[src/hdl/hcr_pkg.sv]
`default_nettype none

package hcr_pkg;

  // Configuration register indexes
  localparam int unsigned CfgIdxW = 3;
  localparam logic [CfgIdxW-1:0] CFG_HUE_SPEED  = 3'd0;
  localparam logic [CfgIdxW-1:0] CFG_SATURATION = 3'd1;
  localparam logic [CfgIdxW-1:0] CFG_BRIGHTNESS = 3'd2;
  localparam logic [CfgIdxW-1:0] CFG_GLOW_GAIN  = 3'd3;
  localparam int unsigned CfgDataW = 32;

  // Reset values
  localparam logic signed [15:0] HUE_SPEED_RST  = 16'sd256;
  localparam logic [16:0]        ONE_Q16        = 17'd65536;
  localparam logic [15:0]        GLOW_GAIN_RST  = 16'd4096;

  // Hue reduction constants.
  // Bias is a multiple of 360 that makes any whole-degree hue non-negative.
  localparam logic [26:0] HUE_BIAS   = 27'd16777440;  // 360 * 46604
  localparam logic [23:0] RECIP_45   = 24'd11930465;  // ceil(2^29 / 45)
  localparam int unsigned RECIP_45_SH = 29;
  localparam logic [16:0] SECT_BASE  = 17'd1092;      // 16380 / 15
  localparam logic [17:0] RECIP_15   = 18'd17477;     // ceil(2^18 / 15)
  localparam int unsigned RECIP_15_SH = 18;
  localparam logic [14:0] Z_LIMIT    = 15'd16620;

  localparam logic [2:0] SECTOR_MAX = 3'd5;

  typedef struct packed {
    logic [31:0] anim_time;
    logic [9:0]  hue_offset;
  } in_item_t;

  typedef struct packed {
    logic [7:0] red_out;
    logic [7:0] green_out;
    logic [7:0] blue_out;
  } out_item_t;

  // Hue stage result handed to the color stages
  typedef struct packed {
    logic        valid;
    logic [2:0]  sector;
    logic [15:0] frac;
  } hue_t;

  // Per-item-constant color terms derived from configuration
  typedef struct packed {
    logic [16:0] chroma;
    logic [16:0] m_level;
    logic [15:0] glow;
  } color_cfg_t;

  // 60-degree sector of a hue in whole degrees (0..359)
  function automatic logic [2:0] sector_of(input logic [8:0] deg);
    logic [2:0] s;
    if (deg >= 9'd300)      s = 3'd5;
    else if (deg >= 9'd240) s = 3'd4;
    else if (deg >= 9'd180) s = 3'd3;
    else if (deg >= 9'd120) s = 3'd2;
    else if (deg >= 9'd60)  s = 3'd1;
    else                    s = 3'd0;
    return s;
  endfunction

  // Start of a sector in degrees
  function automatic logic [8:0] sector_start(input logic [2:0] s);
    logic [8:0] d;
    unique case (s)
      3'd0:    d = 9'd0;
      3'd1:    d = 9'd60;
      3'd2:    d = 9'd120;
      3'd3:    d = 9'd180;
      3'd4:    d = 9'd240;
      default: d = 9'd300;
    endcase
    return d;
  endfunction

endpackage

`default_nettype wire

[src/hdl/hcr_color.sv]
`default_nettype none

// Color path: side value, sector table plus m, glow gain, clamp, 8-bit scale.
module hcr_color (
  input  wire logic                 clk_i,
  input  wire logic                 rst_ni,
  input  wire logic                 en_i,
  input  wire hcr_pkg::hue_t        hue_i,
  input  wire hcr_pkg::color_cfg_t  cfg_i,
  output logic                      valid_o,
  output hcr_pkg::out_item_t        item_o
);

  // S5: x = c * f (even sector) or c * (1 - f) (odd sector)
  logic        s5_valid_q;
  logic [16:0] s5_op;
  logic [33:0] s5_prod;
  logic [16:0] s5_x_q;
  logic [2:0]  s5_sector_q;

  assign s5_op   = hue_i.sector[0] ? (hcr_pkg::ONE_Q16 - {1'b0, hue_i.frac})
                                   : {1'b0, hue_i.frac};
  assign s5_prod = 34'(cfg_i.chroma) * 34'(s5_op);

  // S6: channels plus m, times glow
  logic        s6_valid_q;
  logic [16:0] r_c, g_c, b_c;
  logic [32:0] s6_r_q, s6_g_q, s6_b_q;

  always_comb begin
    r_c = '0;
    g_c = '0;
    b_c = '0;
    unique case (s5_sector_q)
      3'd0: begin r_c = cfg_i.chroma; g_c = s5_x_q;       end
      3'd1: begin r_c = s5_x_q;       g_c = cfg_i.chroma; end
      3'd2: begin g_c = cfg_i.chroma; b_c = s5_x_q;       end
      3'd3: begin g_c = s5_x_q;       b_c = cfg_i.chroma; end
      3'd4: begin r_c = s5_x_q;       b_c = cfg_i.chroma; end
      default: begin r_c = cfg_i.chroma; b_c = s5_x_q;    end
    endcase
  end

  function automatic logic [32:0] glow_mul(input logic [16:0] ch, input logic [16:0] m,
                                           input logic [15:0] gain);
    logic [16:0] sum;
    sum = ch + m;
    return 33'(sum) * 33'(gain);
  endfunction

  // S7: >> 12, clamp at 1.0, scale by 255 / 65536
  function automatic logic [7:0] to_byte(input logic [32:0] p);
    logic [20:0] g;
    logic [16:0] gc;
    logic [24:0] s;
    g  = p[32:12];
    gc = (g > 21'(hcr_pkg::ONE_Q16)) ? hcr_pkg::ONE_Q16 : g[16:0];
    s  = {gc, 8'd0} - 25'(gc);
    return s[23:16];
  endfunction

  logic s7_valid_q;
  hcr_pkg::out_item_t s7_item_q;

  always_ff @(posedge clk_i or negedge rst_ni) begin
    if (!rst_ni) begin
      s5_valid_q <= 1'b0;
      s6_valid_q <= 1'b0;
      s7_valid_q <= 1'b0;
    end else if (en_i) begin
      s5_valid_q <= hue_i.valid;
      s6_valid_q <= s5_valid_q;
      s7_valid_q <= s6_valid_q;
    end
  end

  always_ff @(posedge clk_i) begin
    if (en_i) begin
      s5_x_q      <= s5_prod[32:16];
      s5_sector_q <= hue_i.sector;
      s6_r_q      <= glow_mul(r_c, cfg_i.m_level, cfg_i.glow);
      s6_g_q      <= glow_mul(g_c, cfg_i.m_level, cfg_i.glow);
      s6_b_q      <= glow_mul(b_c, cfg_i.m_level, cfg_i.glow);
      s7_item_q.red_out   <= to_byte(s6_r_q);
      s7_item_q.green_out <= to_byte(s6_g_q);
      s7_item_q.blue_out  <= to_byte(s6_b_q);
    end
  end

  assign valid_o = s7_valid_q;
  assign item_o  = s7_item_q;

endmodule

`default_nettype wire

[config.mk]
export PLATFORM = sky130hd
export DESIGN_NAME = hcr_color
export DESIGN_NICKNAME = d
export VERILOG_FILES = /design/src/hdl/hcr_pkg.sv /design/src/hdl/hcr_color.sv
export SDC_FILE = /design/constraint.sdc
export NUM_CORES = 2
export LEC_CHECK = 0
export BUFFER_PORTS_ARGS = -buffer_cell sky130_fd_sc_hd__buf_2
export CORE_MARGIN = 8
export CORE_UTILIZATION = 57
export CTS_CLUSTER_DIAMETER = 100
export DETAILED_ROUTE_END_ITERATION = 6
export MAX_ROUTING_LAYER = met4
export PLACE_DENSITY = 0.74
export SLEW_MARGIN = 5
export SYNTH_ARGS = -nofsm -noshare
export SYNTH_HDL_FRONTEND = slang
export SYNTH_SLANG_ARGS = --single-unit
[constraint.sdc]
create_clock -name clk_i -period 10.8 [get_ports clk_i]
set_input_delay 1.08 -clock clk_i [delete_from_list [all_inputs] [get_ports clk_i]]
set_output_delay 1.08 -clock clk_i [all_outputs]
set_load 0.1 [all_outputs]
# == Word level (Yosys, flattened, before mapping) ==
# Cells that the tools add are included.
# totals
regBits,146
in_bits,73
# op_classes
add_sub_neg,7
n_mul,4
n_lt_le_gt_ge,3
n_eq_ne,4
n_mux,7
reduce_logical,7
# ops
operator,count
one-hot mux 17 bit (2 select lines),3
multiplier 17 x 16 -> 33 bit,3
subtractor 24 x 17 -> 24 bit,3
2-to-1 mux 17 bit,4
greater-than comparator 21 x 17 -> 1 bit (second input constant),3
adder 17 bit,3
multiplier 17 x 17 -> 33 bit,1
subtractor 17 x 16 -> 17 bit (first input constant),1
OR reduction 2 bit,6
== test 3 x 2 -> 1 bit (second input constant),2
== test 3 x 1 -> 1 bit (second input constant),1
== test 3 bit (second input constant),1
logical NOT 3 bit,1

# == Depth between registers and ports, before layout ==
# depth
ltp_word,5
ltp_mapped,42
depth_no_buf,40

# == Least setup slack after synthesis ==
# OpenSTA, ideal clock, no wires.
# synth_timing
path_type,input to register
from,in cfg_i[33] in the netlist's numbering
to,reg s6_b_q[32] (data pin)
t_arrival_ns,9.097
required_time_ns,10.540
path_slack_ns,1.443
path_stages,34
path_buffers,2
path_cell_list,buf_1 a22o_1 ha_1 fa_1 a21o_1 a21oi_1 o21bai_1 a21oi_1 o21ba_2 o21ai_1 o41ai_4 o2111ai_1 a21oi_1 xnor2_1 buf_2 nand2_1 fa_1 fa_1 inv_1 fa_1 fa_1 fa_1 inv_1 fa_1 inv_1 ha_1 a21o_1 a21oi_1 o21ai_0 a31oi_1 o21ai_0 a2111o_1 a31oi_1 xnor2_1
# synth_between
elab_chain_cells,3
# synth_rtl
element,line_no,text
from (decl),hcr_color.sv:9,"input wire hcr_pkg::color_cfg_t cfg_i,"
one-hot mux 17 bit (2 select lines),hcr_color.sv:34,unique case (s5_sector_q)
adder 17 bit,hcr_color.sv:47,sum = ch + m;
multiplier 17 x 16 -> 33 bit,hcr_color.sv:48,return 33'(sum) * 33'(gain);
to (signal assigned),hcr_color.sv:83,"s6_b_q <= glow_mul(b_c, cfg_i.m_level, cfg_i.glow);"
to (decl),hcr_color.sv:28,"logic [32:0] s6_r_q, s6_g_q, s6_b_q;"
# No other way between the ends.
# A chain may end at the register's enable or synchronous reset.

# == Worst setup path in the final report ==
# layout_timing
from,reg s5_sector_q[2]
to,reg s6_b_q[32] (data pin)
# layout_between
elab_chain_cells,5
# layout_rtl
element,line_no,text
from (decl),hcr_color.sv:19,logic [2:0] s5_sector_q;
from (signal assigned),hcr_color.sv:80,s5_sector_q <= hue_i.sector;
"== test 3 bit, or another cell as far along",hcr_color.sv:34,
OR reduction 2 bit (no line),--,
one-hot mux 17 bit (2 select lines) (*),hcr_color.sv:34,
adder 17 bit (*),hcr_color.sv:47,
multiplier 17 x 16 -> 33 bit (*),hcr_color.sv:48,
# Every way passes the cells marked *; elsewhere a longest branch is shown, timed or not.

==> metrics.txt <==
worst r2r src=s5_sector_q[2]; WL met3=7610 um; CP max FO=21; Die X-Extent=287 um; Post-synth EDFFs=107; Final #Nets=6030; die area=82300 um^2; status=finished clean; layout filler cell count=6327; layout cell share with drive strength beyond 1=0.0496; vias per cell=5.50; Final Max Tran Viols=0; wire length on met2=47900 um; max cap viols=0; H-tree depth=3; Worst path slowest cell=fa_1; setup TNS=0 ns; antenna viol nets, final=0; io pins=98; detailed-router iteration count before antenna repair=5; post-CTS setup repair buffer count=0; RSZ-0062 raised after global routing=false; Mapped Nets=6042; Post-Synthesis Cells=4640; commonest non-fill, non-tap cell in the layout=inv_1; CP max stage delay=0.55 ns; commonest cells after routing, fill and taps aside=inv_1 (1022), fa_1 (845), nand2_1 (741), ha_1 (484), and2_1 (423); routed via count=30817; Global Route Usage Sum=0.259; Initial Utilization=0.574; worst skew pair latency=0.41 ns; grt ovf=0; Final Skew=0.0221 ns; final setup violation count=0; Post-CTS Resized=0; Synth area leaders=fa_1 (40%), ha_1 (14%), inv_1 (9.2%); critical path arrival=9.90 ns; crit end category=flip-flop; post-synth top area cell=fa_1; initial antenna violation count=17; Floorplan Core Area=72800 um^2; number of global-route vias before repair=32631; Buf+Inv Stages, Crit Path=8; port buffer count=97; Reg2Reg Depth=39; final hold vios=0; TritonCTS Buffers=9; Mapped Avg Cell Area=9.01 um^2; Tmin final=9.74 ns; DP HPWL=79400 um; Worst path top cell family by delay=adder cells; Top Layer Used=met4; Root Driver=clkbuf_16; clock sink count=110; Crit. Startpoint=s5_sector_q[2]; Die Y=287 um; final critical-path share of the clock period=0.902; Final Routed Wirelength=100000 um; Seq/Total Area, Yosys=0.0786; fmax=0.103 GHz; synth warn=0; Core Rows=99; Worst Path Required=10.96 ns; top_reg_cell synth=edfxtp_1; largest net degree at the start of global routing=62; CP dominant cell by count=fa_1; Mapped Area=41800 um^2; clock buffer depth=2; placer congestion estimate=0.941; Yosys cell types=73; first-pass GRT wire length=167000 um; share of the synthesized area in the top cell type=0.405; Post-CTS Hold Buffers=0; Reg clk slew, reported paths=0.09 ns; WL met1=41900 um; Starting DRT DRC Count=2053; HP Class=in2async; Routed WL per cell=17.9 um; Slew HR=0.254; Post-synth ARST share=0.0273; Worst setup SP type=flip-flop; measured slew at the worst slew-check pin=1.12 ns; CTS tree=built; number of synthesized register bits=110; DRC=0; critical path class=reg2reg; cell count along the critical path=39; Layout area overhead=4.61%
stage by stage:
stage          std cells  instance area (um^2)  utilization  hold WS [ns]  setup slack [ns]
2_1_floorplan       4640                 41800            -         0.475              1.44
3_3_place_gp        5576                 43400        0.596         0.485             0.959
3_5_place_dp        5576                 43400        0.596         0.491             0.759
4_1_cts             5592                 43700        0.600         0.439              1.06
5_1_grt             5602                 43700        0.600         0.446             0.485
6_report            5605                 43700        0.600         0.458              1.06
final cells by class:
type	count	area, um^2	share of cell area
Antenna cell	13	32.5	0.000744
Clock buffer	10	239	0.00546
Clock inverter	6	56.3	0.00129
Inverter	1022	3840	0.0877
Multi-Input combinational cell	3305	34000	0.777
Sequential cell	110	3290	0.0752
Tap cell	959	1200	0.0274
Timing Repair Buffer	180	1110	0.0254
worst paths after layout:
| path | to | slack (ns) |
|---|---|---|
| setup / recovery | s6_b_q[32] | 1.06 |
| hold / removal | valid_o | 0.46 |
| setup reg to reg | s6_b_q[32] | 1.06 |
| hold reg to reg | s6_valid_q | 0.51 |
| max in group asynchronous | s5_valid_q | 10.23 |
| min in group clk_i | s6_valid_q | 0.51 |
routing by layer:
layer | vias to the layer above | GRT usage
li1 | 13983 | -
met1 | 15598 | 0.338
met2 | 1055 | 0.422
met3 | 181 | 0.0416
met4 | 0 | 0.0723
met5 | - | -
sequential cells by signal (all words and copies together) (netlist names):
name / cells
s6_valid_q: 1
s5_sector_q: 3
s6_r_q: 21
s6_g_q: 21
s6_b_q: 21
valid_o: 1
item_o: 24
s5_valid_q: 1
s5_x_q: 17
cells by family after synthesis:
| logic type | count (synthesis) | share of synthesized area |
|---|---|---|
| buffers and inverters | 1225 | 0.110 |
| DFF | 110 | 0.0786 |
| adders and majority gates | 1329 | 0.549 |
| AOI/OAI and AO/OA | 344 | 0.0560 |
| muxes | 5 | 0.00132 |
| xor gates and xnor gates | 150 | 0.0314 |
| and+or+nand+nor | 1477 | 0.173 |
Yosys cell counts, types with 3 or more instances:
cell type,count
inv_1,1022
fa_1,845
nand2_1,741
ha_1,484
and2_1,423
clkbuf_1,188
edfxtp_1,107
xnor2_1,107
a21oi_1,101
nor2_1,80
nor2b_1,61
o21ai_0,52
xor2_1,43
nand2b_1,38
a22o_1,32
a21o_1,31
nor3_1,29
nand3_1,27
o21a_1,25
and3_1,15
buf_2,13
nand4_1,11
nor4_1,11
o21bai_1,11
a31oi_1,10
a211oi_1,9
and3b_1,9
nand3b_1,9
o21ai_1,9
or3_1,8
o2111ai_1,7
a311oi_1,5
o211ai_1,5
o31ai_1,5
a21boi_0,4
mux2_2,4
a211o_1,3
a22oi_1,3
dfrtp_1,3
o31a_1,3
or2_2,3
or4_4,3
worst reg2reg max path: cells and delay by family, from the launching register on:
kind	cells	cell delay, ns
AOI/OAI and AO/OA	16	3.55
xor gates and xnor gates	2	0.25
adders and majority gates	9	3.82
buffers and inverters	8	0.94
DFF	1	0.33
muxes	1	0.07
and+or+nand+nor	3	0.52
Power is left out: the tool's default activity adds up to more than one toggle a clock period on the data nets, which glitch-free logic cannot reach.
