$ cat src/hdl/hcr_pkg.sv
`default_nettype none

package hcr_pkg;

  // Configuration register indexes
  localparam int unsigned CfgIdxW = 3;
  localparam logic [CfgIdxW-1:0] CFG_HUE_SPEED  = 3'd0;
  localparam logic [CfgIdxW-1:0] CFG_SATURATION = 3'd1;
  localparam logic [CfgIdxW-1:0] CFG_BRIGHTNESS = 3'd2;
  localparam logic [CfgIdxW-1:0] CFG_GLOW_GAIN  = 3'd3;
  localparam int unsigned CfgDataW = 32;

  // Reset values
  localparam logic signed [15:0] HUE_SPEED_RST  = 16'sd256;
  localparam logic [16:0]        ONE_Q16        = 17'd65536;
  localparam logic [15:0]        GLOW_GAIN_RST  = 16'd4096;

  // Hue reduction constants.
  // Bias is a multiple of 360 that makes any whole-degree hue non-negative.
  localparam logic [26:0] HUE_BIAS   = 27'd16777440;  // 360 * 46604
  localparam logic [23:0] RECIP_45   = 24'd11930465;  // ceil(2^29 / 45)
  localparam int unsigned RECIP_45_SH = 29;
  localparam logic [16:0] SECT_BASE  = 17'd1092;      // 16380 / 15
  localparam logic [17:0] RECIP_15   = 18'd17477;     // ceil(2^18 / 15)
  localparam int unsigned RECIP_15_SH = 18;
  localparam logic [14:0] Z_LIMIT    = 15'd16620;

  localparam logic [2:0] SECTOR_MAX = 3'd5;

  typedef struct packed {
    logic [31:0] anim_time;
    logic [9:0]  hue_offset;
  } in_item_t;

  typedef struct packed {
    logic [7:0] red_out;
    logic [7:0] green_out;
    logic [7:0] blue_out;
  } out_item_t;

  // Hue stage result handed to the color stages
  typedef struct packed {
    logic        valid;
    logic [2:0]  sector;
    logic [15:0] frac;
  } hue_t;

  // Per-item-constant color terms derived from configuration
  typedef struct packed {
    logic [16:0] chroma;
    logic [16:0] m_level;
    logic [15:0] glow;
  } color_cfg_t;

  // 60-degree sector of a hue in whole degrees (0..359)
  function automatic logic [2:0] sector_of(input logic [8:0] deg);
    logic [2:0] s;
    if (deg >= 9'd300)      s = 3'd5;
    else if (deg >= 9'd240) s = 3'd4;
    else if (deg >= 9'd180) s = 3'd3;
    else if (deg >= 9'd120) s = 3'd2;
    else if (deg >= 9'd60)  s = 3'd1;
    else                    s = 3'd0;
    return s;
  endfunction

  // Start of a sector in degrees
  function automatic logic [8:0] sector_start(input logic [2:0] s);
    logic [8:0] d;
    unique case (s)
      3'd0:    d = 9'd0;
      3'd1:    d = 9'd60;
      3'd2:    d = 9'd120;
      3'd3:    d = 9'd180;
      3'd4:    d = 9'd240;
      default: d = 9'd300;
    endcase
    return d;
  endfunction

endpackage

`default_nettype wire

$ cat src/hdl/hcr_hue.sv
`default_nettype none

// Hue path: product, floor mod 360, sector and in-sector fraction. Four stages.
module hcr_hue (
  input  wire logic                clk_i,
  input  wire logic                rst_ni,
  input  wire logic                en_i,
  input  wire logic                valid_i,
  input  wire hcr_pkg::in_item_t   item_i,
  input  wire logic signed [15:0]  hue_speed_i,
  output hcr_pkg::hue_t            hue_o
);

  // S1: h = t * speed + offset << 24 (Q.24 degrees)
  logic               s1_valid_q;
  logic signed [49:0] s1_h_q, s1_h_d;
  logic signed [48:0] s1_prod;

  assign s1_prod = $signed({1'b0, item_i.anim_time}) * hue_speed_i;
  assign s1_h_d  = 50'(s1_prod) + $signed({16'd0, item_i.hue_offset, 24'd0});

  // S2: biased whole degrees, quotient by 45 via reciprocal
  localparam logic signed [26:0] HUE_BIAS_S = $signed(hcr_pkg::HUE_BIAS);

  logic               s2_valid_q;
  logic signed [26:0] s2_u_full;
  logic [24:0]        s2_u;
  logic [21:0]        s2_v;
  logic [45:0]        s2_prod;
  logic [16:0]        s2_q_q;
  logic [21:0]        s2_v_q;
  logic [2:0]         s2_lo_q;
  logic [13:0]        s2_l_q;

  assign s2_u_full = 27'($signed(s1_h_q[49:24])) + HUE_BIAS_S;
  assign s2_u      = s2_u_full[24:0];
  assign s2_v      = s2_u[24:3];
  assign s2_prod   = s2_v * hcr_pkg::RECIP_45;

  // S3: remainder, sector, fraction operands
  logic        s3_valid_q;
  logic [22:0] s3_q45;
  logic [21:0] s3_r_full;
  logic [8:0]  s3_deg;
  logic [2:0]  s3_sector;
  logic [8:0]  s3_in_sect;
  logic [5:0]  s3_hm;
  logic [2:0]  s3_sector_q;
  logic [14:0] s3_z_q;
  logic [16:0] s3_base_q;

  assign s3_q45     = 23'(s2_q_q) * 23'd45;
  assign s3_r_full  = s2_v_q - s3_q45[21:0];
  assign s3_deg     = {s3_r_full[5:0], s2_lo_q};
  assign s3_sector  = hcr_pkg::sector_of(s3_deg);
  assign s3_in_sect = s3_deg - hcr_pkg::sector_start(s3_sector);
  assign s3_hm      = s3_in_sect[5:0];

  // S4: frac = hm * 1092 + (4 * hm + l) / 15
  logic        s4_valid_q;
  logic [32:0] s4_prod;
  logic [16:0] s4_frac_full;
  logic [2:0]  s4_sector_q;
  logic [15:0] s4_frac_q;

  assign s4_prod      = 33'(s3_z_q) * 33'(hcr_pkg::RECIP_15);
  assign s4_frac_full = s3_base_q + 17'(s4_prod[32:hcr_pkg::RECIP_15_SH]);

  always_ff @(posedge clk_i or negedge rst_ni) begin
    if (!rst_ni) begin
      s1_valid_q <= 1'b0;
      s2_valid_q <= 1'b0;
      s3_valid_q <= 1'b0;
      s4_valid_q <= 1'b0;
    end else if (en_i) begin
      s1_valid_q <= valid_i;
      s2_valid_q <= s1_valid_q;
      s3_valid_q <= s2_valid_q;
      s4_valid_q <= s3_valid_q;
    end
  end

  always_ff @(posedge clk_i) begin
    if (en_i) begin
      s1_h_q      <= s1_h_d;
      s2_q_q      <= s2_prod[45:hcr_pkg::RECIP_45_SH];
      s2_v_q      <= s2_v;
      s2_lo_q     <= s2_u[2:0];
      s2_l_q      <= s1_h_q[23:10];
      s3_sector_q <= s3_sector;
      s3_z_q      <= {7'd0, s3_hm, 2'b00} + {1'b0, s2_l_q};
      s3_base_q   <= 17'(s3_hm) * hcr_pkg::SECT_BASE;
      s4_sector_q <= s3_sector_q;
      s4_frac_q   <= s4_frac_full[15:0];
    end
  end

  assign hue_o.valid  = s4_valid_q;
  assign hue_o.sector = s4_sector_q;
  assign hue_o.frac   = s4_frac_q;

  a_quot_not_high: assert property (@(posedge clk_i) disable iff (!rst_ni)
    s2_valid_q |-> (s3_r_full < 22'd45))
    else $error("quotient by 45 overshoots");

  a_z_in_range: assert property (@(posedge clk_i) disable iff (!rst_ni)
    s3_valid_q |-> (s3_z_q < hcr_pkg::Z_LIMIT))
    else $error("fraction operand outside reciprocal range");

  a_sector_range: assert property (@(posedge clk_i) disable iff (!rst_ni)
    s4_valid_q |-> (s4_sector_q <= hcr_pkg::SECTOR_MAX))
    else $error("sector out of range");

endmodule

`default_nettype wire

$ cat config.mk
export PLATFORM = sky130hd
export DESIGN_NAME = hcr_hue
export DESIGN_NICKNAME = d
export VERILOG_FILES = /design/src/hdl/hcr_pkg.sv /design/src/hdl/hcr_hue.sv
export SDC_FILE = /design/constraint.sdc
export NUM_CORES = 2
export LEC_CHECK = 0
export ABC_AREA = 1
export BUFFER_PORTS_ARGS = -buffer_cell sky130_fd_sc_hd__buf_4
export CAP_MARGIN = 10
export CORE_MARGIN = 3
export CORE_UTILIZATION = 65
export DETAILED_ROUTE_END_ITERATION = 12
export MAX_ROUTING_LAYER = met4
export PLACE_DENSITY = 0.82
export SLEW_MARGIN = 20
export SYNTH_ARGS = -nofsm -noshare
export SYNTH_HDL_FRONTEND = slang
export SYNTH_SLANG_ARGS = --single-unit
$ cat constraint.sdc
create_clock -name clk_i -period 8.95 [get_ports clk_i]
set_clock_uncertainty 0.05 [all_clocks]
set_input_delay 2.2375 -clock clk_i [delete_from_list [all_inputs] [get_ports clk_i]]
set_output_delay 2.2375 -clock clk_i [all_outputs]
set_load 0.01 [all_outputs]
# ---- After elaboration in Yosys (flattened, before gate mapping)
# Index checks and enable logic that the tools add are counted.
dict set report totals {
  ff_bits 144
  romBits 0
  in_bits 62
  out_inout_bits 20
  wordCells 41
  memories 0
  ram_bits 0
  latch_bits 0
}
dict set report op_classes {
  eq_ne 4
  n_shift 0
  n_div 0
  order_cmp 5
  bitwise 0
  n_mux 6
  reduce_logical 1
  multipliers 5
  addsub 6
}
# cell count
set ops {}
lappend ops {{$add 49x35->49} 1}
lappend ops {{$mul 33x16->49} 1}
lappend ops {{$mul 22x24->46 const B} 1}
lappend ops {{$mul 15x15->30 const B} 1}
lappend ops {{$pmux 6 s5} 1}
lappend ops {{$add 25x25->25 const B} 1}
lappend ops {{$ge 9x8->1 const B} 2}
lappend ops {{$mul 17x6->6 const B} 1}
lappend ops {{$add 16x12->16} 1}
lappend ops {{$add 8x14->15} 1}
lappend ops {{$mul 6x9->14 const B} 1}
lappend ops {{$sub 6x6->6} 2}
lappend ops {{$ge 9x6->1 const B} 1}
lappend ops {{$ge 9x7->1 const B} 1}
lappend ops {{$ge 9x9->1 const B} 1}
lappend ops {{$eq 3x2->1 const B} 2}
lappend ops {{$mux 3} 2}
lappend ops {{$mux 2} 2}
lappend ops {{$eq 3x1->1 const B} 1}
lappend ops {{$eq 3x3->1 const B} 1}
lappend ops {{$logic_not 3->1} 1}
lappend ops {{$mux 1} 1}

# ---- Depth between registers and ports, before layout
dict set report logic_depth {
  word_depth 12
  ltp_mapped 33
  ltp_nobuf 33
}

# ---- Least setup slack after synthesis
# No wires, ideal clock.
dict set report synth_timing {
  kind {input-to-reg}
  from {input port item_i[41] (netlist bit)}
  to {register s1_h_q[44], data pin}
  t_arrival_ns 7.287
  path_stages 21
  required_time_ns 8.641
  slack_ns 1.354
  path_buffers 2
  path_cell_list {clkbuf_1 -> clkbuf_1 -> nand2_1 -> fa_1 -> inv_1 -> fa_1 -> inv_1 -> fa_1 -> inv_1 -> fa_1 -> fa_1 -> fa_1 -> ha_1 -> nand2_1 -> nor2_1 -> inv_1 -> nor4_1 -> nand3_1 -> nand3_1 -> a21oi_1 -> xnor2_1}
}
dict set report synth_via {
  elab_chain_cells 2
}
# element line_no
set synth_lines {}
lappend synth_lines {{start: declaration} hcr_hue.sv:9} ;# input wire hcr_pkg::in_item_t item_i,
lappend synth_lines {{$mul 33x16->49} hcr_hue.sv:19} ;# assign s1_prod = $signed({1'b0, item_i.anim_time}) * hue_speed_i;
lappend synth_lines {{$add 49x35->49} hcr_hue.sv:20} ;# assign s1_h_d = 50'(s1_prod) + $signed({16'd0, item_i.hue_offset, 24'd0});
lappend synth_lines {{net s1_h_d[44]} hcr_hue.sv:16} ;# logic signed [49:0] s1_h_q, s1_h_d;
lappend synth_lines {{end signal: assignment} hcr_hue.sv:85} ;# s1_h_q <= s1_h_d;
lappend synth_lines {{end: declaration} hcr_hue.sv:16}
# The timed path passes the listed nets, and every way through them passes these cells.
# A chain may end at the register's enable or synchronous reset.

# ---- Final worst setup path
dict set report layout_timing {
  from {input port hue_speed_i[15]}
  to {register s1_h_q[38], data pin}
}
dict set report layout_via {
  elab_chain_cells 2
}
# element line_no
set layout_lines {}
lappend layout_lines {{start: declaration} hcr_hue.sv:10} ;# input wire logic signed [15:0] hue_speed_i,
lappend layout_lines {{$mul 33x16->49} hcr_hue.sv:19}
lappend layout_lines {{$add 49x35->49} hcr_hue.sv:20}
lappend layout_lines {{net s1_h_d[38]} hcr_hue.sv:16}
# The timed path passes the listed nets, and every way through them passes these cells.

==> summary.txt <==
Reg2Reg Setup Slack = 1.32 ns
First-pass GRT wire length = 125 mm
Sequential share of the synthesized area = 11.7%
Crit Path Category = in -> reg
Root Driver = clkbuf_16
Count leader, synth = inv_1
Hpwl dp = 62.9 mm
Core Box Area = 47800 um2
Syn. warnings = 0
Gpl congestion = 0.970
Ys flop type = edfxtp_1
Post-CTS resize count = 0
Origin of the critical flop-to-flop path = s1_h_q[29]$_DFFE_PP_
Synthesized flop and latch total = 123
M1 GR Usage = 39.4%
Hold Path Class = reg -> reg
Status = complete, no violations
Measured slew at the worst slew-check pin = 0.939 ns
DR vias = 23500
Top-area cell type share of the netlist area = 36.3%
Min-Delay Endpoint = s3_z_q[1]$_DFFE_PP_
CP Cell Sequence = buf_4 -> inv_1 -> or2_2 -> fa_1 -> inv_1 -> fa_1 -> fa_1 -> inv_1 -> fa_1 -> fa_1 -> inv_1 -> fa_1 -> ha_1 -> nand2_1 -> nor2_1 -> inv_1 -> nor2_1 -> inv_1 -> nor4_1 -> o21ai_0 -> o2111ai_1 -> xor2_1
Delay-heaviest family, CP = adder cells
Clock Tree Buf Depth = 2
H-tree levels = 4
Drt pass-1 iters = 6
CTS Buf Count = 17
CP max FO = 25
Final min period = 8.11 ns
Slowest CP cell = fa_1
EDFF count, synth = 119
R2r worst-path depth = 29
Max frequency = 0.123 GHz
CP required = 9.07 ns
DIE WIDTH = 226 um
Setup crit end kind = register
Endpoints failing setup = 0
Vias in the first global route = 25400
Top Usage Layer GRT = met2
GRT Total Usage = 31.5%
CTS tree = done
Standard-cell rows = 80
Total gr overflow = 0
Critical R2R Capture = s2_q_q[5]$_DFFE_PP_
Clock latency on the worst-skew pair = 0.43 ns
Clock-pin slew on the worst setup and hold paths = 0.06 ns
DRT iter0 DRCs = 1559
Mapped Nets = 4739
Mapped Area = 31500 um2
Unique cell type count in the Yosys netlist = 51
Setup bufs post-CTS = 0
Share of post-route cells with drive strength above 1 = 4.92%
Maxcap violations = 0
Avg WL per Cell = 17.0 um
# hold bufs at CTS = 0
Final net count = 4759
Routed WL = 73.6 mm
Area Overhead vs Synth = 5.38%
Slew Limit Fails = 0
Fin Setup TNS = 0 ns
Initial core utilization = 65.9%
Avg Synthesized Cell Area = 8.56 um2
# IOs = 82
Die area = 51200 um2
Vias/cell = 5.43
Initial antenna violation count = 0
Buf/Inv on CP = 7
Vert. Die Dim = 226 um
CP Launch Type = primary input
Unrepaired setup endpoints after global routing = false
Post-Synthesis Cells = 3683
Largest net degree at the start of global routing = 76
Synth area leaders = fa_1 (36%), ha_1 (17%), inv_1 (12%)
Met3 usage = 5.48%
Min-delay src = s2_l_q[1]$_DFFE_PP_
Residual DRC = 0
Final Hold Violating Endpoints = 0
CTS sink cnt = 123
Slew HR = 37.4%
Yosys top cell by area = fa_1
Hold depth = 0
WP data arrival = 8.22 ns
Number of inserted diodes = 0
Crit share post-route = 90.6%
Routed Antenna Nets = 0
Max stage delay on crit path = 0.55 ns
Top cells by count, synth = inv_1 (1047), nand2_1 (738), fa_1 (571)
Async SR Flop Fraction = 3.25%
GR met2 Demand/Resource = 52.6%
Number of port buffers = 81
cell type report:
cell class,instances,area (um2)
Clock buffer,17,425
Clock inverter,15,175
Fill cell,3753,14600
Inverter,1052,3950
Multi-Input combinational cell,2422,23600
Sequential cell,123,3670
Tap cell,615,769
Timing Repair Buffer,87,653
cells in the final DEF (no fill, tap or decap), types with 4 or more instances in the layout:
cell,instances
a21oi_1,136
xnor2_1,36
o21a_1,7
nor3_1,23
and3_1,5
inv_2,5
nor2_1,127
nand3_2,4
ha_1,423
xor2_1,79
dfrtp_1,4
a31oi_1,16
a21o_1,8
nand2_1,738
o21ai_0,80
fa_1,571
nand3_1,60
edfxtp_1,119
o21bai_1,8
inv_1,1047
clkinv_4,4
nand2_2,8
nand4_1,18
or2_2,27
clkbuf_16,17
nor2_2,4
nor4_1,7
buf_4,87
flip-flops by register name, indices dropped and copies added (netlist names):
| signal | flops |
|---|---|
| s1_valid_q | 1 |
| s4_sector_q | 3 |
| s2_v_q | 6 |
| s2_l_q | 14 |
| s3_sector_q | 3 |
| s3_valid_q | 1 |
| s4_valid_q | 1 |
| s2_q_q | 6 |
| s2_valid_q | 1 |
| s4_frac_q | 16 |
| s2_lo_q | 3 |
| s3_z_q | 15 |
| s3_base_q | 14 |
| s1_h_q | 39 |
metrics by stage:
step	worst slack, ns	utilization, %	instances	hold WS [ns]	instance area (um2)
detailed placement	0.427	68.2	4299	0.355	32600
floorplan	1.35	-	3683	0.350	31500
CTS	0.891	69.4	4331	0.364	33200
global placement	0.527	68.2	4299	0.350	32600
global route	0.576	69.4	4331	0.367	33200
finish	0.843	69.4	4331	0.365	33200
kinds of logic (layout without fill, tap and decap cells):
family,count (synthesis),after routing,synth area share [%]
AOI/OAI and AO/OA,280,280,4.98
xor gates and xnor gates,117,117,3.32
adders and majority gates,994,994,53.0
buffers and inverters,1138,1171,13.6
DFF,123,123,11.7
and+or+nand+nor,1031,1031,13.5
metal layers:
layer / part of all wire, % / routed length, um / up-vias
li1: - / - / 11000
met1: 41 / 29900 / 11400
met2: 49 / 36000 / 888
met3: 7.1 / 5240 / 202
met4: 3.4 / 2470 / 0
met5: 0 / 0 / -
how the worst max path moves through the flow:
stage                            to             from  cells past startpoint
4_1_cts        s1_h_q[38]$_DFFE_PP_  hue_speed_i[15]                     22
6_report       s1_h_q[38]$_DFFE_PP_  hue_speed_i[15]                     22
2_1_floorplan  s1_h_q[44]$_DFFE_PP_       item_i[41]                     21
3_5_place_dp   s1_h_q[38]$_DFFE_PP_  hue_speed_i[15]                     22
3_3_place_gp   s1_h_q[38]$_DFFE_PP_  hue_speed_i[15]                     22
5_1_grt        s1_h_q[38]$_DFFE_PP_  hue_speed_i[15]                     22
Power is not shown: default switching activity piles up to over one toggle a cycle in this logic, so the estimate is an artifact.
